### src/design/rc_servo_frame_parser_core_assert.svh
// ----------------------------------------------------------------------------
// rc_servo_frame_parser_core_assert.svh
// Assertion macros shared by the frame parser modules.
// ----------------------------------------------------------------------------
`ifndef RC_SERVO_FRAME_PARSER_CORE_ASSERT_SVH
`define RC_SERVO_FRAME_PARSER_CORE_ASSERT_SVH

// Same-cycle implication, disabled while reset is asserted.
`define RCSFP_ASSERT_IMPL(name, clk, rst_n, ante, cons) \
    name: assert property (@(posedge clk) disable iff (!rst_n) (ante) |-> (cons)) \
        else $error("rcsfp: same-cycle check failed");

// Next-cycle implication, disabled while reset is asserted.
`define RCSFP_ASSERT_NEXT(name, clk, rst_n, ante, cons) \
    name: assert property (@(posedge clk) disable iff (!rst_n) (ante) |=> (cons)) \
        else $error("rcsfp: next-cycle check failed");

`endif

### src/design/rcsfp_pkg.sv
// ----------------------------------------------------------------------------
// rcsfp_pkg
// Types and constants shared by the RC servo frame parser modules.
// ----------------------------------------------------------------------------
package rcsfp_pkg;

    // Frame geometry.
    localparam int CHANNELS    = 14;
    localparam int FRAME_BYTES = 32;
    localparam int POS_W       = $clog2(FRAME_BYTES);
    localparam int CSUM_SPAN   = 30;
    localparam int CSUM_W      = 16;
    localparam logic [CSUM_W-1:0] CSUM_SEED = 16'hFFFF;
    localparam int CH_W        = 4;

    // Two frame banks in the store.
    localparam int BANKS       = 2;
    localparam int MEM_AW      = POS_W + 1;
    localparam int MEM_DEPTH   = BANKS * FRAME_BYTES;

    // Bank queue between front and back.
    localparam int QUEUE_DEPTH = 2;
    localparam int QCNT_W      = 2;

    // Idle counter.
    localparam logic [7:0] IDLE_MAX = 8'hFF;

    // Input command codes.
    typedef enum logic {
        CMD_BYTE = 1'b0,
        CMD_TICK = 1'b1
    } t_cmd;

    // Register indexes on the configuration port.
    typedef enum logic [1:0] {
        REG_LEN = 2'd0,
        REG_CMD = 2'd1,
        REG_GAP = 2'd2
    } t_reg_idx;

    // Configuration seen by the front part.
    typedef struct packed {
        logic [7:0] hdr_len;
        logic [7:0] hdr_cmd;
        logic [7:0] gap_ms;
    } t_cfg;

    // Write request into the frame store.
    typedef struct packed {
        logic              en;
        logic [MEM_AW-1:0] addr;
        logic [7:0]        data;
    } t_mem_wr;

    // Back part hands a bank back to the front part.
    typedef struct packed {
        logic valid;
        logic bank;
    } t_done;

    // Back part sequencer states.
    typedef enum logic [1:0] {
        BK_IDLE,
        BK_RD_LO,
        BK_RD_HI,
        BK_EMIT
    } t_back_state;

endpackage

### src/design/rcsfp_frame_store.sv
// ----------------------------------------------------------------------------
// rcsfp_frame_store
// Two-bank byte store: one write port, one registered read port.
// ----------------------------------------------------------------------------
module rcsfp_frame_store (
    input  logic                      i_clk,
    input  rcsfp_pkg::t_mem_wr        i_wr,
    input  logic [rcsfp_pkg::MEM_AW-1:0] i_rd_addr,
    output logic [7:0]                o_rd_data
);
    import rcsfp_pkg::*;

    logic [7:0] r_mem [MEM_DEPTH];
    logic [7:0] r_rd_data;

    // Write port.
    always_ff @(posedge i_clk) begin
        if (i_wr.en) begin
            r_mem[i_wr.addr] <= i_wr.data;
        end
    end

    // Registered read port.
    always_ff @(posedge i_clk) begin
        r_rd_data <= r_mem[i_rd_addr];
    end

    assign o_rd_data = r_rd_data;

endmodule

### src/design/rcsfp_front.sv
// ----------------------------------------------------------------------------
// rcsfp_front
// Accepts bytes and ticks, tracks idle time and frame position, checks the
// header and the checksum, fills the frame store and queues good frames.
// ----------------------------------------------------------------------------
`include "rc_servo_frame_parser_core_assert.svh"

module rcsfp_front (
    input  logic                i_clk,
    input  logic                i_rst_n,
    input  rcsfp_pkg::t_cfg     i_cfg,
    input  logic                i_in_valid,
    output logic                o_in_ready,
    input  logic                i_command,
    input  logic [7:0]          i_rx_byte,
    output rcsfp_pkg::t_mem_wr  o_wr,
    output logic                o_push,
    output logic                o_push_bank,
    input  rcsfp_pkg::t_done    i_done
);
    import rcsfp_pkg::*;

    logic [POS_W-1:0]  r_pos, n_pos;
    logic [7:0]        r_idle, n_idle;
    logic [CSUM_W-1:0] r_sum, n_sum;
    logic [7:0]        r_csum_lo, n_csum_lo;
    logic              r_wbank, n_wbank;
    logic [BANKS-1:0]  r_busy, n_busy;

    logic              acc;
    logic              is_byte;
    logic              is_tick;
    logic              gap;
    logic [POS_W-1:0]  eff_pos;
    logic              hdr_bad;
    logic              store;
    logic              frame_end;
    logic              good;

    // Requests are taken while the bank being filled is free.
    assign o_in_ready = !r_busy[r_wbank];
    assign acc        = i_in_valid && o_in_ready;
    assign is_byte    = acc && (i_command == CMD_BYTE);
    assign is_tick    = acc && (i_command == CMD_TICK);

    // A long idle gap restarts the frame before the byte is examined.
    assign gap     = r_idle > i_cfg.gap_ms;
    assign eff_pos = gap ? '0 : r_pos;

    // Header checks on the first two positions.
    assign hdr_bad = ((eff_pos == POS_W'(0)) && (i_rx_byte != i_cfg.hdr_len)) ||
                     ((eff_pos == POS_W'(1)) && (i_rx_byte != i_cfg.hdr_cmd));
    assign store     = is_byte && !hdr_bad;
    assign frame_end = store && (eff_pos == POS_W'(FRAME_BYTES - 1));
    assign good      = frame_end && ({i_rx_byte, r_csum_lo} == r_sum);

    assign o_wr.en     = store;
    assign o_wr.addr   = {r_wbank, eff_pos};
    assign o_wr.data   = i_rx_byte;
    assign o_push      = good;
    assign o_push_bank = r_wbank;

    // Next-state logic for position, idle time, checksum and banks.
    always_comb begin
        n_pos     = r_pos;
        n_idle    = r_idle;
        n_sum     = r_sum;
        n_csum_lo = r_csum_lo;
        n_wbank   = r_wbank;
        n_busy    = r_busy;

        if (is_tick && (r_idle != IDLE_MAX)) begin
            n_idle = r_idle + 8'd1;
        end

        if (is_byte) begin
            n_idle = '0;
            n_pos  = hdr_bad ? '0 : eff_pos + POS_W'(1);
        end

        // Running checksum over the leading bytes.
        if (store) begin
            if (eff_pos == POS_W'(0)) begin
                n_sum = CSUM_SEED - {8'd0, i_rx_byte};
            end else if (eff_pos < POS_W'(CSUM_SPAN)) begin
                n_sum = r_sum - {8'd0, i_rx_byte};
            end
            if (eff_pos == POS_W'(CSUM_SPAN)) begin
                n_csum_lo = i_rx_byte;
            end
        end

        // Bank ownership: the back part releases, a good frame claims.
        if (i_done.valid) begin
            n_busy[i_done.bank] = 1'b0;
        end
        if (good) begin
            n_busy[r_wbank] = 1'b1;
            n_wbank         = !r_wbank;
        end
    end

    // Control registers.
    always_ff @(posedge i_clk) begin
        if (!i_rst_n) begin
            r_pos   <= '0;
            r_idle  <= '0;
            r_wbank <= 1'b0;
            r_busy  <= '0;
        end else begin
            r_pos   <= n_pos;
            r_idle  <= n_idle;
            r_wbank <= n_wbank;
            r_busy  <= n_busy;
        end
    end

    // Checksum registers.
    always_ff @(posedge i_clk) begin
        r_sum     <= n_sum;
        r_csum_lo <= n_csum_lo;
    end

    `RCSFP_ASSERT_NEXT(a_tick_counts, i_clk, i_rst_n, is_tick && (r_idle != IDLE_MAX), r_idle == $past(r_idle) + 8'd1)
    `RCSFP_ASSERT_NEXT(a_gap_restart, i_clk, i_rst_n, is_byte && gap, r_pos <= POS_W'(1))
    `RCSFP_ASSERT_NEXT(a_push_claims, i_clk, i_rst_n, o_push, r_busy[$past(r_wbank)] && (r_wbank != $past(r_wbank)))

endmodule

### src/design/rcsfp_frame_queue.sv
// ----------------------------------------------------------------------------
// rcsfp_frame_queue
// Short queue of completed frame banks between the front and back parts.
// ----------------------------------------------------------------------------
`include "rc_servo_frame_parser_core_assert.svh"

module rcsfp_frame_queue (
    input  logic i_clk,
    input  logic i_rst_n,
    input  logic i_push,
    input  logic i_push_bank,
    input  logic i_pop,
    output logic o_valid,
    output logic o_bank
);
    import rcsfp_pkg::*;

    logic [QUEUE_DEPTH-1:0] r_slot;
    logic                   r_wr_ptr;
    logic                   r_rd_ptr;
    logic [QCNT_W-1:0]      r_count;

    assign o_valid = (r_count != '0);
    assign o_bank  = r_slot[r_rd_ptr];

    // Slot storage.
    always_ff @(posedge i_clk) begin
        if (i_push) begin
            r_slot[r_wr_ptr] <= i_push_bank;
        end
    end

    // Pointers and fill count.
    always_ff @(posedge i_clk) begin
        if (!i_rst_n) begin
            r_wr_ptr <= 1'b0;
            r_rd_ptr <= 1'b0;
            r_count  <= '0;
        end else begin
            if (i_push) begin
                r_wr_ptr <= !r_wr_ptr;
            end
            if (i_pop) begin
                r_rd_ptr <= !r_rd_ptr;
            end
            if (i_push && !i_pop) begin
                r_count <= r_count + QCNT_W'(1);
            end else if (i_pop && !i_push) begin
                r_count <= r_count - QCNT_W'(1);
            end
        end
    end

    `RCSFP_ASSERT_IMPL(a_no_overflow, i_clk, i_rst_n, i_push, r_count != QCNT_W'(QUEUE_DEPTH))
    `RCSFP_ASSERT_IMPL(a_no_underflow, i_clk, i_rst_n, i_pop, r_count != '0)

endmodule

### src/design/rcsfp_back.sv
// ----------------------------------------------------------------------------
// rcsfp_back
// Reads a queued frame bank two bytes per channel and emits the channel
// values through a registered output stage.
// ----------------------------------------------------------------------------
module rcsfp_back (
    input  logic                         i_clk,
    input  logic                         i_rst_n,
    input  logic                         i_q_valid,
    input  logic                         i_q_bank,
    output logic                         o_pop,
    output logic [rcsfp_pkg::MEM_AW-1:0] o_rd_addr,
    input  logic [7:0]                   i_rd_data,
    output rcsfp_pkg::t_done             o_done,
    output logic                         o_out_valid,
    input  logic                         i_out_ready,
    output logic [rcsfp_pkg::CH_W-1:0]   o_channel_index,
    output logic [15:0]                  o_channel_value,
    output logic                         o_last_channel
);
    import rcsfp_pkg::*;

    t_back_state      r_state, n_state;
    logic             r_bank, n_bank;
    logic [CH_W-1:0]  r_ch, n_ch;
    logic [7:0]       r_lo;
    logic             r_o_valid;
    logic [CH_W-1:0]  r_o_idx;
    logic [15:0]      r_o_val;
    logic             r_o_last;

    logic [POS_W-1:0] lo_pos;
    logic [POS_W-1:0] hi_pos;
    logic             last;
    logic             out_free;
    logic             load_lo;
    logic             load_out;

    // Channel k sits at bytes 2+2k (low) and 3+2k (high).
    assign lo_pos   = {r_ch, 1'b0} + POS_W'(2);
    assign hi_pos   = {lo_pos[POS_W-1:1], 1'b1};
    assign last     = (r_ch == CH_W'(CHANNELS - 1));
    assign out_free = !r_o_valid || i_out_ready;

    // Sequencer: next state and control outputs.
    always_comb begin
        n_state      = r_state;
        n_bank       = r_bank;
        n_ch         = r_ch;
        o_pop        = 1'b0;
        o_rd_addr    = {r_bank, hi_pos};
        o_done.valid = 1'b0;
        o_done.bank  = r_bank;
        load_lo      = 1'b0;
        load_out     = 1'b0;
        case (r_state)
            BK_IDLE: begin
                if (i_q_valid) begin
                    o_pop   = 1'b1;
                    n_bank  = i_q_bank;
                    n_ch    = '0;
                    n_state = BK_RD_LO;
                end
            end
            BK_RD_LO: begin
                o_rd_addr = {r_bank, lo_pos};
                n_state   = BK_RD_HI;
            end
            BK_RD_HI: begin
                load_lo = 1'b1;
                n_state = BK_EMIT;
            end
            BK_EMIT: begin
                if (out_free) begin
                    load_out = 1'b1;
                    if (last) begin
                        o_done.valid = 1'b1;
                        n_state      = BK_IDLE;
                    end else begin
                        n_ch    = r_ch + CH_W'(1);
                        n_state = BK_RD_LO;
                    end
                end
            end
            default: begin
                n_state = BK_IDLE;
            end
        endcase
    end

    // State and output valid registers.
    always_ff @(posedge i_clk) begin
        if (!i_rst_n) begin
            r_state   <= BK_IDLE;
            r_o_valid <= 1'b0;
        end else begin
            r_state <= n_state;
            if (load_out) begin
                r_o_valid <= 1'b1;
            end else if (i_out_ready) begin
                r_o_valid <= 1'b0;
            end
        end
    end

    // Payload registers.
    always_ff @(posedge i_clk) begin
        r_bank <= n_bank;
        r_ch   <= n_ch;
        if (load_lo) begin
            r_lo <= i_rd_data;
        end
        if (load_out) begin
            r_o_idx  <= r_ch;
            r_o_val  <= {i_rd_data, r_lo};
            r_o_last <= last;
        end
    end

    assign o_out_valid     = r_o_valid;
    assign o_channel_index = r_o_idx;
    assign o_channel_value = r_o_val;
    assign o_last_channel  = r_o_last;

endmodule

### src/design/rc_servo_frame_parser_core.sv
// ----------------------------------------------------------------------------
// rc_servo_frame_parser_core
// 14-channel RC receiver frame parser with an APB register port.
// ----------------------------------------------------------------------------
// Input channel (i_in_valid / o_in_ready): each request carries i_command
// (a serial byte or a one millisecond tick) and i_rx_byte. One request is
// taken per cycle while the frame bank being filled is free; the front part
// stalls only when both store banks still hold frames waiting to be emitted.
// Output channel (o_out_valid / i_out_ready): a good 32-byte frame yields
// 14 requests, channel 0 to 13, the last one flagged by o_last_channel.
// The back sequencer pops the bank and per channel reads the low, then high
// byte through the single store read port, then emits the channel. A stalled
// receiver holds the output register and the back sequencer; the front part
// keeps taking bytes into the other bank. Registers: 0x0 header length byte,
// 0x4 header command byte, 0x8 gap timeout in milliseconds; the user must
// write them only while the block is idle, which the block does not enforce.
// Reset (i_rst_n low, synchronous) restores the register defaults, clears
// the frame position, idle counter, bank queue and output valid. The frame
// store needs no clearing, since a frame is only read once fully written.
// ----------------------------------------------------------------------------
module rc_servo_frame_parser_core (
    input  logic                       i_clk,
    input  logic                       i_rst_n,
    // Configuration port
    input  logic                       psel,
    input  logic                       penable,
    input  logic                       pwrite,
    input  logic [3:0]                 paddr,
    input  logic [31:0]                pwdata,
    output logic [31:0]                prdata,
    output logic                       pready,
    // Input channel
    input  logic                       i_in_valid,
    output logic                       o_in_ready,
    input  logic                       i_command,
    input  logic [7:0]                 i_rx_byte,
    // Output channel
    output logic                       o_out_valid,
    input  logic                       i_out_ready,
    output logic [rcsfp_pkg::CH_W-1:0] o_channel_index,
    output logic [15:0]                o_channel_value,
    output logic                       o_last_channel
);
    import rcsfp_pkg::*;

    t_cfg              r_cfg;
    t_mem_wr           mem_wr;
    logic [MEM_AW-1:0] rd_addr;
    logic [7:0]        rd_data;
    logic              push;
    logic              push_bank;
    logic              pop;
    logic              q_valid;
    logic              q_bank;
    t_done             done;
    logic              cfg_wr;

    // Register writes complete in the access phase.
    assign pready = 1'b1;
    assign cfg_wr = psel && penable && pwrite && pready;

    always_ff @(posedge i_clk) begin
        if (!i_rst_n) begin
            r_cfg.hdr_len <= 8'd32;
            r_cfg.hdr_cmd <= 8'd64;
            r_cfg.gap_ms  <= 8'd10;
        end else if (cfg_wr) begin
            case (paddr[3:2])
                REG_LEN: r_cfg.hdr_len <= pwdata[7:0];
                REG_CMD: r_cfg.hdr_cmd <= pwdata[7:0];
                REG_GAP: r_cfg.gap_ms  <= pwdata[7:0];
                default: begin
                end
            endcase
        end
    end

    // Register read-back.
    always_comb begin
        case (paddr[3:2])
            REG_LEN: prdata = {24'd0, r_cfg.hdr_len};
            REG_CMD: prdata = {24'd0, r_cfg.hdr_cmd};
            REG_GAP: prdata = {24'd0, r_cfg.gap_ms};
            default: prdata = '0;
        endcase
    end

    // Front part: framing, header and checksum checks.
    rcsfp_front u_front (
        .i_clk       (i_clk),
        .i_rst_n     (i_rst_n),
        .i_cfg       (r_cfg),
        .i_in_valid  (i_in_valid),
        .o_in_ready  (o_in_ready),
        .i_command   (i_command),
        .i_rx_byte   (i_rx_byte),
        .o_wr        (mem_wr),
        .o_push      (push),
        .o_push_bank (push_bank),
        .i_done      (done)
    );

    // Two-bank frame store.
    rcsfp_frame_store u_store (
        .i_clk     (i_clk),
        .i_wr      (mem_wr),
        .i_rd_addr (rd_addr),
        .o_rd_data (rd_data)
    );

    // Queue of good frames.
    rcsfp_frame_queue u_queue (
        .i_clk       (i_clk),
        .i_rst_n     (i_rst_n),
        .i_push      (push),
        .i_push_bank (push_bank),
        .i_pop       (pop),
        .o_valid     (q_valid),
        .o_bank      (q_bank)
    );

    // Back part: channel emission.
    rcsfp_back u_back (
        .i_clk           (i_clk),
        .i_rst_n         (i_rst_n),
        .i_q_valid       (q_valid),
        .i_q_bank        (q_bank),
        .o_pop           (pop),
        .o_rd_addr       (rd_addr),
        .i_rd_data       (rd_data),
        .o_done          (done),
        .o_out_valid     (o_out_valid),
        .i_out_ready     (i_out_ready),
        .o_channel_index (o_channel_index),
        .o_channel_value (o_channel_value),
        .o_last_channel  (o_last_channel)
    );

endmodule

### config.mk
export PLATFORM = sky130hd
export DESIGN_NAME = rc_servo_frame_parser_core
export DESIGN_NICKNAME = d
export VERILOG_FILES = /design/src/design/rcsfp_pkg.sv /design/src/design/rcsfp_frame_store.sv /design/src/design/rcsfp_front.sv /design/src/design/rcsfp_frame_queue.sv /design/src/design/rcsfp_back.sv /design/src/design/rc_servo_frame_parser_core.sv
export VERILOG_INCLUDE_DIRS = /design/src /design/src/design
export SDC_FILE = /design/constraint.sdc
export NUM_CORES = 1
export LEC_CHECK = 0
export CAP_MARGIN = 20
export CORE_ASPECT_RATIO = 0.7
export CORE_MARGIN = 2
export CORE_UTILIZATION = 50
export DETAILED_ROUTE_END_ITERATION = 10
export DONT_BUFFER_PORTS = 1
export HOLD_SLACK_MARGIN = 0.05
export SLEW_MARGIN = 0
export SYNTH_ARGS = -nofsm -noshare
export SYNTH_HDL_FRONTEND = slang
export SYNTH_SLANG_ARGS = --single-unit
### constraint.sdc
create_clock -name i_clk -period 4.95 [get_ports i_clk]
set_clock_uncertainty 0.05 [all_clocks]
set_input_delay 0.99 -clock i_clk [delete_from_list [all_inputs] [get_ports i_clk]]
set_output_delay 0.99 -clock i_clk [all_outputs]
set_load 0.02 [all_outputs]
### Word-level counts from Yosys, hierarchy flattened

Memory sizes are Yosys's and may differ from the RTL's. A register that Yosys moved wholly into a read port is not among the register bits.
Index checks and enable logic that the tools add are counted.

* output and inout bits: 56
* word-level logic and storage cells: 144
* input port bits: 52
* RAM bits: 512
* memories kept: 1
* register bits after elaboration: 107

Memories
* u_store.r_mem: words 64, bits a word 8, rd ports 1, clocked after memory_dff 1, wr ports 1, RTL line rcsfp_frame_store.sv:13 `logic [7:0] r_mem [MEM_DEPTH];`

* equal/unequal tests: 16
* reduce and logical (&&, ||, !) cells: 43
* bitwise logic cells: 5
* order comparisons: 9
* multiplexer cells: 41
* add/sub/neg operators: 8

Operators with widths (number)
* $mux 16: 2
* $pmux 8 s3: 1
* $mux 1: 21
* $eq 16x16->1: 1
* $logic_and 1x1->1: 16
* $ne 8x8->1: 2
* $sub 16x8->16: 1
* $reduce_and 2->1: 7
* $mux 2: 6
* $mux 4: 3
* $eq 5x5->1 const B: 2
* $mux 5: 2
* $reduce_bool 2->1: 5
* $sub 1x9->10 const A: 1
* $add 8x1->8 const B: 1
* $gt 8x8->1: 1
* $logic_not 1->1: 8
* $lt 1x2->1 const B: 4
* $ne 8x8->1 const B: 1
* $pmux 2 s4: 1
* $pmux 4 s2: 1
* $eq 2x2->1 const B: 3
* $add 5x1->5 const B: 1
* $add 5x2->5 const B: 1
* 21 further kinds: 30

### Logic depth before layout (Yosys ltp)

Gate-level depths: netlist of the first run.

* depth in word-level cells: 13
* gate-level depth with buffers: 20
* depth with buffers taken out: 20

### Modules after synthesis

A second synthesis of the first run with hierarchy kept.

* cell total of the unflattened synthesis: 1512
* area total of the unflattened synthesis: 26057.5 µm²

By module, submodules not included
* rcsfp_frame_store: seq. area each 15534.9 µm², area each 20166.8 µm², times used 1, cells an instance 940
* rcsfp_front: seq. area each 1041.0 µm², area each 2909.0 µm², times used 1, cells an instance 322
* rcsfp_back: seq. area each 1081.0 µm², area each 1402.6 µm², times used 1, cells an instance 78
* rc_servo_frame_parser_core: seq. area each 480.5 µm², area each 1321.3 µm², times used 1, cells an instance 150
* rcsfp_frame_queue: seq. area each 140.1 µm², area each 257.7 µm², times used 1, cells an instance 22

### Least setup slack after synthesis of the first run

Ideal clock, no wire load.

* path type: register to register
* from: register u_front.r_idle[3]
* to: register u_front.r_sum[0], enable pin
* data arrival time: 3.220 ns
* library setup time: 0.399 ns
* path buffers: 0
* required time: 4.501 ns
* setup slack: 1.281 ns
* clock period less this slack: 3.669 ns
* cell stages (with the launch flop): 13
* path through: dfxtp_1 ha_1 a21o_1 a22oi_1 a31oi_2 a21oi_1 inv_1 ha_1 inv_1 a21oi_1 a21oi_1 o21ai_1 a41oi_1

* longest elaborated chain between the ends: 8
* elaborated cells between the ends (all ways): 12
* those cells by class: 2 x order compare; 1 x eq/ne; 1 x mux; 8 x reduce/logical

RTL lines
* start, declared: RTL line rcsfp_front.sv:24 `logic [7:0] r_idle, n_idle;`
* start signal, assigned: RTL line rcsfp_front.sv:112 `r_idle <= n_idle;`
* $gt 8x8->1 *: RTL line rcsfp_front.sv:47 `assign gap = r_idle > i_cfg.gap_ms;`
* $mux 5 *: RTL line rcsfp_front.sv:48 `assign eff_pos = gap ? '0 : r_pos;`
* parallel branches: the longest is 5 deep, another holds $lt 5x5->1
* $reduce_and 2->1 (no line) *
* end signal, assigned: RTL line rcsfp_front.sv:120 `r_sum <= n_sum;`
* end, declared: RTL line rcsfp_front.sv:25 `logic [CSUM_W-1:0] r_sum, n_sum;`

Every way passes the cells marked *.
A chain may end at the register's enable or synchronous reset.

### Worst setup path in the final report of the first run

* from: register r_cfg[6] (netlist bit)
* to: register u_queue.r_count[1]

* longest elaborated chain between the ends: 12
* elaborated cells between the ends (all ways): 17
* those cells by class: 1 x order compare; 2 x eq/ne; 2 x mux; 12 x reduce/logical

RTL lines
* start, declared: RTL line rc_servo_frame_parser_core.sv:46 `t_cfg r_cfg;`
* $gt 8x8->1 *: RTL line rcsfp_front.sv:47
* $mux 5 *: RTL line rcsfp_front.sv:48
* $eq 5x1->1 / $logic_not 5->1 (equally long branches): RTL line rcsfp_front.sv:52, rcsfp_front.sv:51
* $logic_and 1x1->1, on equally long branches: RTL line rcsfp_front.sv:52, rcsfp_front.sv:51
* $logic_or 1x1->1: RTL line rcsfp_front.sv:51 `assign hdr_bad = ((eff_pos == POS_W'(0)) && (i_rx_byte != i_cfg.hdr_len)) ||`
* $logic_not 1->1: RTL line rcsfp_front.sv:53 `assign store = is_byte && !hdr_bad;`
* $logic_and 1x1->1: RTL line rcsfp_front.sv:53
* $logic_and 1x1->1 *: RTL line rcsfp_front.sv:54 `assign frame_end = store && (eff_pos == POS_W'(FRAME_BYTES - 1));`
* $logic_and 1x1->1 *: RTL line rcsfp_front.sv:55 `assign good = frame_end && ({i_rx_byte, r_csum_lo} == r_sum);`
* $logic_not 1->1: RTL line rcsfp_frame_queue.sv:48 `end else if (i_pop && !i_push) begin`
* $logic_and 1x1->1: RTL line rcsfp_frame_queue.sv:48
* $reduce_bool 2->1 (no line)
* end signal, assigned: RTL line rcsfp_frame_queue.sv:47 `r_count <= r_count + QCNT_W'(1);`
* end signal, assigned: RTL line rcsfp_frame_queue.sv:49 `r_count <= r_count - QCNT_W'(1);`
* end, declared: RTL line rcsfp_frame_queue.sv:21 `logic [QCNT_W-1:0] r_count;`

Mark *: on every way between the ends. The rest lies on a longest branch, timed or not.

==> load_flow_metrics.sql, run 1 <==
INSERT INTO impl_metrics (metric_group, metric, value, unit) VALUES
('place', 'routabilityCongestion', '0.8051', ''),
('place', 'numPlacedInstances', '2076', ''),
('die', 'initial_core_util', '50.54', '%'),
('clock_network', 'clock_latency_of_the_later_clocked_register_in_the_worst_skew_pair', '0.60', 'ns'),
('grt', 'antenna_found_initial', '1', ''),
('setup_path', 'critPathLaunchType', 'flop', ''),
('finish', 'area_growth_syn_to_layout', '12.74', '%'),
('setup_path', 'crit_cells', '17', ''),
('setup_path', 'worst_reg2reg_path_depth', '17', ''),
('setup_path', 'cpMaxStageDelayCell', 'sky130_fd_sc_hd__dfxtp_1', ''),
('clock_network', 'cts-root-buf', 'sky130_fd_sc_hd__clkbuf_16', ''),
('sta', 'finalHoldViolCount', '0', ''),
('synthesis', 'edff_count_synth', '572', ''),
('drt', 'drt-total-wl', '57.21', 'mm'),
('clock_network', 'cts_num_sinks', '627', ''),
('job', 'drv.max_cap_violation_count', '0', ''),
('grt', 'grt_max_degree', '133', ''),
('place', 'hpwl', '34.95', 'mm'),
('setup_path', 'critPathMostFrequentCell', 'sky130_fd_sc_hd__ha_1', ''),
('setup_path', 'crit-reg2reg-capture', 'u_queue.r_count[1]$_SDFFE_PN0P_', ''),
('power', 'power.total', '0.01441', 'W'),
('finish', 'final_layout_size_suffix_gt1_share', '23.48', '%'),
('setup_path', 'critPathBufInv', '3', ''),
('clock_network', 'cts.htree.levels', '2', ''),
('synthesis', 'postSynthCellCount', '1395', ''),
('sta', 'final_min_period_over_clock_period', '85.01', '%'),
('synthesis', 'synth_area', '25610', 'um2'),
('setup_path', 'max_stage_delay', '0.38', 'ns'),
('sta', 'report.final.slew_viol_count', '0', ''),
('status', 'run_status', 'finished, final reports clean', ''),
('drt', 'first_iter_violations', '1256', ''),
('place', 'dpl_worst_slack', '0.7162', 'ns'),
('power', 'power.leakage', '9.265', 'nW'),
('drt', 'vias', '13000', ''),
('grt', 'grt.total_usage', '21.88', '%'),
('die', 'die_width', '274.5', 'um'),
('grt', 'grt.overflow.total', '0', ''),
('synthesis', 'synth_register_bits', '627', ''),
('sta', 'grt_setup_unrepaired', 'no', ''),
('setup_path', 'timing.rr.start', 'r_cfg[6]$_SDFFE_PN0P_', ''),
('setup_path', 'worst-path-max-fanout', '7', ''),
('die', 'io_pins', '108', ''),
('sta', 'max_clock_freq', '237.6', 'MHz'),
('clock_network', 'clk_path_buf_depth', '3', ''),
('worst_hold_path', 'hold_start', 'u_back.r_lo[5]$_DFFE_PN_', ''),
('synthesis', 'ys.flop_type', 'sky130_fd_sc_hd__edfxtp_1', ''),
('synthesis', 'synth-async-reset-ratio', '0', '%'),
('setup_path', 'critPathCaptureType', 'flop', ''),
('sta', 'timing.final.ws_setup', '0.7421', 'ns'),
('setup_path', 'rrSetupSlack', '0.74', 'ns'),
('finish', 'commonest_cells_after_routing_fill_and_taps_aside', 'sky130_fd_sc_hd__edfxtp_1 (572), sky130_fd_sc_hd__mux4_2 (160), sky130_fd_sc_hd__buf_4 (69)', ''),
('synthesis', 'synth.yosys.warnings', '0', ''),
('sta', 'timing.setup.tns', '0', 'ns'),
('setup_path', 'worstPathRequired', '5.44', 'ns'),
('clock_network', 'tritoncts', 'built', ''),
('power', 'powerDensity', '499.0', 'nW/um2'),
('drt', 'dr.pass1.iters', '5', ''),
('finish', 'leading_cell_type_in_the_layout_fill_and_taps_excluded', 'sky130_fd_sc_hd__edfxtp_1', ''),
('clock_network', 'clk_pin_slew', '0.06', 'ns'),
('finish', 'antenna_cells', '0', ''),
('worst_hold_path', 'holdCritPathClass', 'reg -> reg', ''),
('drt', 'routed_via_density', '5.935', ''),
('finish', 'postLayoutCoreUtil', '56.98', '%'),
('clock_network', 'cts_post_setup_buffers_inserted', '0', ''),
('drt', 'drt_drc_violations_left', '0', ''),
('die', 'die_h', '193.4', 'um'),
('clock_network', 'cts_resized', '0', ''),
('setup_path', 'timing.critical_path.max_delay_family', 'compound AO/OA/AOI/OAI gates', ''),
('die', 'core.rowCount', '69', ''),
('sta', 'setup-violations-final', '0', ''),
('sta', 'max_slew_margin', '35.21', '%');
synthesized netlist by cell type (7+ instances only):
library cell	instances	area share (%)
sky130_fd_sc_hd__nor3_1	39	0.76
sky130_fd_sc_hd__buf_1	9	0.13
sky130_fd_sc_hd__edfxtp_1	572	67
sky130_fd_sc_hd__or3_1	7	0.17
sky130_fd_sc_hd__clkbuf_1	30	0.44
sky130_fd_sc_hd__xor2_1	34	1.2
sky130_fd_sc_hd__buf_4	36	1.1
sky130_fd_sc_hd__nor2b_1	12	0.29
sky130_fd_sc_hd__mux4_2	160	14
sky130_fd_sc_hd__nor2_1	65	0.95
sky130_fd_sc_hd__dfxtp_1	55	4.3
sky130_fd_sc_hd__inv_1	36	0.53
sky130_fd_sc_hd__a22oi_1	17	0.50
sky130_fd_sc_hd__nand2b_1	8	0.20
sky130_fd_sc_hd__nand3_1	33	0.64
sky130_fd_sc_hd__nor4_1	21	0.51
sky130_fd_sc_hd__xnor2_1	16	0.55
sky130_fd_sc_hd__o21ai_0	24	0.47
sky130_fd_sc_hd__ha_1	29	1.4
sky130_fd_sc_hd__nand2_1	64	0.94
sky130_fd_sc_hd__buf_2	14	0.27
sky130_fd_sc_hd__mux2i_1	32	1.3
sky130_fd_sc_hd__a21oi_1	19	0.37
metrics by stage:
step	hold slack (ns)	area [um2]
finish	0.3682	28880
global route	0.3784	28880
CTS	0.3701	28840
detailed placement	0.3552	26750
global placement	0.3522	26750
floorplan	0.3503	25700
registers in the layout, indices dropped and copies added (netlist names), 4 cells and up:
| register | flops |
|---|---|
| r_cfg | 24 |
| u_back.o_channel_index | 4 |
| u_back.o_channel_value | 16 |
| u_back.r_ch | 4 |
| u_back.r_lo | 8 |
| u_front.r_csum_lo | 8 |
| u_front.r_idle | 8 |
| u_front.r_pos | 5 |
| u_front.r_sum | 16 |
| u_store.o_rd_data | 8 |
| u_store.r_mem | 512 |
layer usage:
layer	part of all wire, %	vias to the layer above	GRT usage [%]
met5	0	-	0
met4	1.2	0	3.623
met3	7.8	55	4.382
met1	48	6817	35.84
met2	43	459	30.75
li1	-	5667	-
layout make-up:
| cell class | instances | area (um2) | share of cell area (%) |
|---|---|---|---|
| repair buffers | 75 | 640.6 | 2.218 |
| well taps | 674 | 843.3 | 2.920 |
| clock buffers | 73 | 1620 | 5.611 |
| multi-input cells | 666 | 6899 | 23.89 |
| flip-flops and latches | 627 | 18280 | 63.29 |
| inverters | 36 | 135.1 | 0.4679 |
| clock inverters | 39 | 461.7 | 1.599 |
power breakdown:
group	switching (W)	leakage [nW]	internal, W
logic	0.00194	2.64	0.00165
clock network	0.00196	1.04	0.00284
registers	0.0000899	5.59	0.00593
kinds of logic (layout without fill, tap and decap cells):
family | Yosys count | in the layout | synth area share, %
compound gates | 94 | 94 | 2.389
xor+xnor | 50 | 50 | 1.710
fa+ha+maj | 30 | 30 | 1.495
buf+inv | 125 | 223 | 2.428
flops | 627 | 627 | 71.36
mux | 194 | 194 | 15.41
other cells | 2 | 25 | 0.02932
simple gates | 273 | 273 | 5.188
worst max path at each step:
stage	start	endpoint	slack, ns
after floorplan	u_front.r_idle[3]$_SDFFE_PP0P_	u_front.r_sum[0]$_DFFE_PP_	1.28
after global placement	u_front.r_idle[3]$_SDFFE_PP0P_	u_queue.r_count[1]$_SDFFE_PN0P_	0.81
after detailed placement	u_front.r_idle[3]$_SDFFE_PP0P_	u_queue.r_count[1]$_SDFFE_PN0P_	0.72
after CTS	r_cfg[6]$_SDFFE_PN0P_	u_queue.r_count[1]$_SDFFE_PN0P_	0.68
after global routing	u_front.r_idle[3]$_SDFFE_PP0P_	u_queue.r_count[1]$_SDFFE_PN0P_	0.23
final	r_cfg[6]$_SDFFE_PN0P_	u_queue.r_count[1]$_SDFFE_PN0P_	0.74
Power figures use the tool's default switching activity.
==> run 2: changes to the inputs <==
--- a/config.mk
+++ b/config.mk
@@ -7,7 +7,7 @@
 export NUM_CORES = 1
 export LEC_CHECK = 0
 export CAP_MARGIN = 20
-export CORE_ASPECT_RATIO = 0.7
+export CORE_ASPECT_RATIO = 1.4
 export CORE_MARGIN = 2
 export CORE_UTILIZATION = 50
 export DETAILED_ROUTE_END_ITERATION = 10
==> run 2 against run 1 <==
  * Final area decreased by 1.6%
  * Sequential power is essentially flat
  * Register-to-register slack lost 0.12 ns
  * Routed wire length down 4.5%
  * Largest power group unchanged
==> load_flow_metrics.sql, run 2 (synthesis results as in run 1) <==
INSERT INTO impl_metrics (metric_group, metric, value, unit) VALUES
('status', 'run_status', 'finished, final reports clean', ''),
('setup_path', 'crit_chain', 'ha_1 -> a21o_1 -> a22oi_1 -> a31oi_2 -> nand2_1 -> nand2_1 -> inv_1 -> ha_1 -> inv_1 -> a211oi_1 -> ha_1 -> nand2_1 -> nor4_1 -> o211ai_1 -> inv_1 -> ha_1 -> or3_1 -> a21oi_1', ''),
('grt', 'grt.overflow.total', '0', ''),
('setup_path', 'critical_path.startpoint', 'u_front.r_idle[3]$_SDFFE_PP0P_', ''),
('sta', 'report.final.slew_viol_count', '0', ''),
('clock_network', 'hold_buffers', '0', ''),
('sta', 'timing.final.ws_setup', '0.6201', 'ns'),
('clock_network', 'cts_post_setup_buffers_inserted', '0', ''),
('sta', 'max_slew_margin', '34.65', '%'),
('die', 'die_h', '271.8', 'um'),
('finish', 'antenna_cells', '0', ''),
('setup_path', 'critPathCaptureType', 'flop', ''),
('drt', 'routed_via_density', '5.847', ''),
('grt', 'grt.total_usage', '21.14', '%'),
('clock_network', 'clk_pin_slew', '0.06', 'ns'),
('clock_network', 'tritoncts', 'built', ''),
('place', 'hpwl', '34.44', 'mm'),
('die', 'die_width', '195.3', 'um'),
('finish', 'leading_cell_type_in_the_layout_fill_and_taps_excluded', 'sky130_fd_sc_hd__edfxtp_1', ''),
('place', 'dpl_worst_slack', '0.5882', 'ns'),
('finish', 'register_name_with_the_most_flops', 'u_store.r_mem', ''),
('power', 'powerDensity', '483.3', 'nW/um2'),
('setup_path', 'max_stage_delay', '0.46', 'ns'),
('setup_path', 'critPathLaunchType', 'flop', ''),
('sta', 'setup-violations-final', '0', ''),
('drt', 'dr.pass1.iters', '6', ''),
('setup_path', 'worst-endpoint-arrival', '4.82', 'ns'),
('grt', 'wire_length_of_the_first_global_routing_pass', '82.69', 'mm'),
('drt', 'drt-total-wl', '54.64', 'mm'),
('place', 'routabilityCongestion', '0.8223', ''),
('power', 'power.leakage', '9.010', 'nW'),
('sta', 'timing.setup.tns', '0', 'ns'),
('setup_path', 'timing.rr.start', 'u_front.r_idle[3]$_SDFFE_PP0P_', ''),
('die', 'core_area', '50890', 'um2'),
('drt', 'vias', '12540', ''),
('setup_path', 'critPathKind', 'reg -> reg', ''),
('sta', 'finalHoldViolCount', '0', ''),
('drt', 'route.detailed.wl_per_inst', '25.47', 'um'),
('job', 'drv.max_cap_violation_count', '0', ''),
('clock_network', 'clk_path_buf_depth', '3', ''),
('finish', 'filler_cell_count', '3911', ''),
('setup_path', 'critPathMostFrequentCell', 'sky130_fd_sc_hd__ha_1', ''),
('finish', 'fin_area', '28410', 'um2'),
('drt', 'drt_drc_violations_left', '0', ''),
('place', 'port_buffers', '0', ''),
('finish', 'largestRegisters', 'u_store.r_mem x512, r_cfg x24', ''),
('sta', 'grt_setup_unrepaired', 'no', ''),
('place', 'place_area', '26620', 'um2'),
('die', 'core.rowCount', '98', ''),
('finish', 'commonest_cells_after_routing_fill_and_taps_aside', 'sky130_fd_sc_hd__edfxtp_1 (572), sky130_fd_sc_hd__mux4_2 (160), sky130_fd_sc_hd__nor2_1 (65)', ''),
('clock_network', 'cts_resized', '0', ''),
('drt', 'postRouteAntennaNets', '0', ''),
('clock_network', 'numCtsBuffers', '56', ''),
('power', 'vdd_drop_max', '0.4572', 'mV'),
('grt', 'antenna_found_initial', '0', ''),
('grt', 'grt_max_degree', '133', ''),
('finish', 'largest_reg_flops', '512', ''),
('drt', 'first_iter_violations', '861', ''),
('setup_path', 'worstPathRequired', '5.44', 'ns'),
('worst_hold_path', 'holdCritPathClass', 'reg -> reg', ''),
('sta', 'max_clock_freq', '231.0', 'MHz'),
('die', 'io_pins', '108', ''),
('die', 'initial_core_util', '50.34', '%'),
('worst_hold_path', 'hold_start', 'u_back.r_lo[4]$_DFFE_PN_', ''),
('finish', 'design.final.nets', '1533', ''),
('setup_path', 'worst-path-max-fanout', '9', ''),
('die', 'die_area', '53080', 'um2'),
('finish', 'area_growth_syn_to_layout', '10.90', '%'),
('clock_network', 'cts_num_sinks', '627', ''),
('setup_path', 'cpMaxStageDelayCell', 'sky130_fd_sc_hd__dfxtp_1', ''),
('grt', 'grt_pass1_vias', '13120', ''),
('sta', 'worst-slew-pin-transition', '0.9803', 'ns'),
('clock_network', 'cts-root-buf', 'sky130_fd_sc_hd__clkbuf_16', ''),
('sta', 'final_min_period_over_clock_period', '87.47', '%'),
('power', 'power.total', '0.01373', 'W'),
('sta', 'final.min_clock_period', '4.330', 'ns'),
('clock_network', 'cts.htree.levels', '2', ''),
('finish', 'final_layout_size_suffix_gt1_share', '21.20', '%'),
('clock_network', 'clock_latency_of_the_later_clocked_register_in_the_worst_skew_pair', '0.61', 'ns');
==> run 2: power by group <==
part	internal, W	switching, W	total [W]
registers	0.00593	0.0000932	0.00602
logic	0.00163	0.00185	0.00348
clock network	0.00235	0.00188	0.00423
==> run 2: cell type report <==
type | count | area, um2 | area share [%]
multi-input combinational | 666 | 6880 | 24.22
clock buffer | 74 | 1511 | 5.321
timing repair buffer | 64 | 538.0 | 1.894
inverter | 36 | 135.1 | 0.4757
tap | 650 | 813.3 | 2.863
sequential | 627 | 18280 | 64.34
clock inverter | 28 | 250.2 | 0.8809
==> run 2: worst paths after layout <==
kind	to	slack [ns]	depth (start not counted)
max reg2reg	u_queue.r_count[1]$_SDFFE_PN0P_	0.62	18
min reg2reg	u_back.o_channel_value[4]$_DFFE_PP_	0.37	0
min	u_back.o_channel_value[4]$_DFFE_PP_	0.37	0
max	u_queue.r_count[1]$_SDFFE_PN0P_	0.62	18
==> run 2: worst max-delay path, delay by kind of cell (launching register included) <==
kind	cells	cell delay [ns]
buffers and inverters	3	0.31
flip-flops	1	0.46
AND/OR/NAND/NOR	5	1.25
AO/OA/AOI/OAI	6	1.25
adder cells (fa/ha/maj)	4	0.95
==> run 2: through the flow <==
| step | hold WS, ns | cells | util (%) |
|---|---|---|---|
| 6_report | 0.3694 | 2145 | 55.82 |
| 5_1_grt | 0.3618 | 2145 | 55.82 |
| 4_1_cts | 0.3524 | 2144 | 55.77 |
| 3_5_place_dp | 0.3561 | 2042 | 52.31 |
| 3_3_place_gp | 0.3506 | 2042 | 52.31 |
| 2_1_floorplan | 0.3503 | 1418 | - |
==> run 2: metal layers <==
| metal | GRT usage (%) | vias up | part of all wire (%) |
|---|---|---|---|
| met5 | 0 | - | 0 |
| met3 | 3.230 | 69 | 4.2 |
| met4 | 5.283 | 0 | 2.0 |
| met2 | 39.36 | 275 | 55 |
| li1 | - | 5636 | - |
| met1 | 25.74 | 6561 | 39 |
==> run 3: changes to the inputs <==
--- a/config.mk
+++ b/config.mk
@@ -13,6 +13,7 @@
 export DETAILED_ROUTE_END_ITERATION = 10
 export DONT_BUFFER_PORTS = 1
 export HOLD_SLACK_MARGIN = 0.05
+export REMOVE_ABC_BUFFERS = 1
 export SLEW_MARGIN = 0
 export SYNTH_ARGS = -nofsm -noshare
 export SYNTH_HDL_FRONTEND = slang
==> run 3 against run 2 <==
  * Sequential power hardly changed
  * Core utilization is 0.72 points higher
  * Final cell count is 0.70% higher
  * First-iteration DRC count is 15% higher
  * Routed wire length is 0.62% lower
  * Die area stayed put
  * Sequential share of layout area is 0.81 points lower
  * Combinational power is 3% lower
  * Setup slack better by 0.15 ns
  * Via count is 1.0% higher
  * Count of clock-buffer cells in the layout is 6 lower
  * Critical endpoint unchanged
  * Largest power group unchanged
==> load_flow_metrics.sql, run 3 (synthesis results as in run 1) <==
INSERT INTO impl_metrics (metric_group, metric, value, unit) VALUES
('finish', 'design.final.nets', '1544', ''),
('finish', 'antenna_cells', '0', ''),
('drt', 'route.detailed.wl_per_inst', '25.14', 'um'),
('setup_path', 'critPathCaptureType', 'flop', ''),
('clock_network', 'cts_resized', '0', ''),
('sta', 'worst-slew-pin-transition', '1.053', 'ns'),
('finish', 'multiInputGateArea', '6899', 'um2'),
('setup_path', 'critPathLaunchType', 'flop', ''),
('clock_network', 'cts-root-buf', 'sky130_fd_sc_hd__clkbuf_16', ''),
('power', 'power.total', '0.01410', 'W'),
('die', 'initial_core_util', '50.34', '%'),
('clock_network', 'clock_latency_of_the_later_clocked_register_in_the_worst_skew_pair', '0.62', 'ns'),
('finish', 'largestRegisters', 'u_store.r_mem x512, r_cfg x24', ''),
('finish', 'sequential_standard_cell_area', '18280', 'um2'),
('status', 'run_status', 'finished, final reports clean', ''),
('clock_network', 'clk_path_buf_depth', '3', ''),
('grt', 'grt.total_usage', '20.88', '%'),
('finish', 'commonest_cells_after_routing_fill_and_taps_aside', 'sky130_fd_sc_hd__edfxtp_1 (572), sky130_fd_sc_hd__mux4_2 (160), sky130_fd_sc_hd__nor2_1 (65)', ''),
('grt', 'grt_max_degree', '133', ''),
('drt', 'routed_via_density', '5.866', ''),
('die', 'io_pins', '108', ''),
('setup_path', 'worst-endpoint-arrival', '4.67', 'ns'),
('setup_path', 'worst_reg2reg_path_depth', '19', ''),
('clock_network', 'hold_buffers', '0', ''),
('finish', 'leading_cell_type_in_the_layout_fill_and_taps_excluded', 'sky130_fd_sc_hd__edfxtp_1', ''),
('sta', 'hold_ws', '0.3710', 'ns'),
('drt', 'drt_drc_violations_left', '0', ''),
('sta', 'setup-violations-final', '0', ''),
('die', 'die_area', '53080', 'um2'),
('grt', 'antenna_found_initial', '0', ''),
('sta', 'max_clock_freq', '239.5', 'MHz'),
('grt', 'grt_pass1_vias', '13040', ''),
('drt', 'first_iter_violations', '993', ''),
('setup_path', 'worstPathRequired', '5.45', 'ns'),
('power', 'powerDensity', '490.0', 'nW/um2'),
('drt', 'drt-total-wl', '54.30', 'mm'),
('drt', 'dr.pass1.iters', '7', ''),
('die', 'die_width', '195.3', 'um'),
('grt', 'wire_length_of_the_first_global_routing_pass', '81.73', 'mm'),
('finish', 'final_layout_size_suffix_gt1_share', '22.98', '%'),
('place', 'port_buffers', '0', ''),
('clock_network', 'numCtsBuffers', '57', ''),
('clock_network', 'tritoncts', 'built', ''),
('sta', 'final.min_clock_period', '4.175', 'ns'),
('clock_network', 'clk_pin_slew', '0.06', 'ns'),
('drt', 'vias', '12670', ''),
('drt', 'postRouteAntennaNets', '0', ''),
('sta', 'max_slew_margin', '29.21', '%'),
('power', 'power.leakage', '9.209', 'nW'),
('grt', 'grt.overflow.total', '0', ''),
('clock_network', 'cts_num_sinks', '627', ''),
('die', 'die_h', '271.8', 'um'),
('place', 'routabilityCongestion', '0.8086', ''),
('die', 'core.rowCount', '98', ''),
('sta', 'report.final.slew_viol_count', '0', ''),
('setup_path', 'critPathKind', 'reg -> reg', ''),
('die', 'core_area', '50890', 'um2'),
('sta', 'grt_setup_unrepaired', 'no', ''),
('clock_network', 'cts.htree.levels', '2', ''),
('sta', 'finalHoldViolCount', '0', ''),
('finish', 'register_name_with_the_most_flops', 'u_store.r_mem', ''),
('power', 'vdd_drop_max', '0.4448', 'mV'),
('finish', 'filler_cell_count', '3837', ''),
('worst_hold_path', 'min_delay_path_depth', '0', ''),
('finish', 'area_growth_syn_to_layout', '12.32', '%'),
('finish', 'largest_reg_flops', '512', ''),
('job', 'drv.max_cap_violation_count', '0', ''),
('place', 'hpwl', '34.22', 'mm'),
('setup_path', 'worst-path-max-fanout', '9', ''),
('worst_hold_path', 'holdCritPathClass', 'reg -> reg', ''),
('sta', 'final_min_period_over_clock_period', '84.35', '%'),
('clock_network', 'cts_post_setup_buffers_inserted', '0', '');
==> run 3: cell count changes in the layout (fill, tap and decap cells not counted), moves of 2 or more <==
cell                        previous run  this run
sky130_fd_sc_hd__clkbuf_8              0         3
sky130_fd_sc_hd__buf_2                 0         3
sky130_fd_sc_hd__clkinv_2              5        11
sky130_fd_sc_hd__clkbuf_1             16         6
sky130_fd_sc_hd__nor4_1               15        12
sky130_fd_sc_hd__buf_4                60        64
sky130_fd_sc_hd__clkinv_1             12        10
sky130_fd_sc_hd__bufinv_16             4        11
sky130_fd_sc_hd__nor4_2                6         9
==> run 3: final timing paths <==
kind	slack, ns	start	to
max	0.77	u_front.r_idle[3]$_SDFFE_PP0P_	u_queue.r_count[1]$_SDFFE_PN0P_
min	0.37	u_back.r_lo[4]$_DFFE_PN_	u_back.o_channel_value[4]$_DFFE_PP_
max reg2reg	0.77	u_front.r_idle[3]$_SDFFE_PP0P_	u_queue.r_count[1]$_SDFFE_PN0P_
min reg2reg	0.37	u_back.r_lo[4]$_DFFE_PN_	u_back.o_channel_value[4]$_DFFE_PP_
==> run 3: final cells by class <==
type / count / area share (%)
clock buffer: 68 / 5.354
multi-input combinational: 666 / 23.98
timing repair buffer: 74 / 2.174
tap: 650 / 2.827
sequential: 627 / 63.53
clock inverter: 39 / 1.666
inverter: 36 / 0.4697
==> run 3: stage by stage <==
stage	setup TNS (ns)	worst slack, ns	util (%)	cell area (um2)	instances
after floorplan	-19.73	-2.271	-	25210	1329
after global placement	0	0.7786	52.44	26690	2047
after detailed placement	0	0.7082	52.44	26690	2047
after CTS	0	0.6897	56.41	28710	2154
after global routing	0	0.4521	56.54	28770	2160
final	0	0.7746	56.54	28770	2160
==> run 3: per-layer routing <==
metal / vias up / global-route usage, % / share of wire, %
li1: 5662 / - / -
met1: 6618 / 27.28 / 41
met2: 318 / 36.56 / 52
met3: 72 / 3.292 / 4.2
met4: 0 / 5.705 / 2.3
met5: - / 0 / 0
==> run 3: critical path: stages (launching register included) <==
cell and delay, ns:
sky130_fd_sc_hd__dfxtp_1 0.43, sky130_fd_sc_hd__ha_1 0.28, sky130_fd_sc_hd__a21o_1 0.18, sky130_fd_sc_hd__a22oi_1 0.22, sky130_fd_sc_hd__a31oi_2 0.25, sky130_fd_sc_hd__nand2_1 0.13, sky130_fd_sc_hd__buf_4 0.18, sky130_fd_sc_hd__nand2_1 0.11
sky130_fd_sc_hd__inv_1 0.13, sky130_fd_sc_hd__ha_1 0.16, sky130_fd_sc_hd__inv_1 0.06, sky130_fd_sc_hd__a211oi_1 0.21, sky130_fd_sc_hd__ha_1 0.26, sky130_fd_sc_hd__nand2_1 0.06, sky130_fd_sc_hd__nor4_1 0.25, sky130_fd_sc_hd__o211ai_1 0.27
sky130_fd_sc_hd__inv_1 0.11, sky130_fd_sc_hd__ha_1 0.26, sky130_fd_sc_hd__or3_1 0.36, sky130_fd_sc_hd__a21oi_1 0.14
==> run 3: power breakdown <==
part           leakage [nW]  internal (W)  switching [W]
Sequential             5.59       0.00593      0.0000907
Combinational          2.64       0.00167        0.00172
Clock                 0.983       0.00279        0.00190
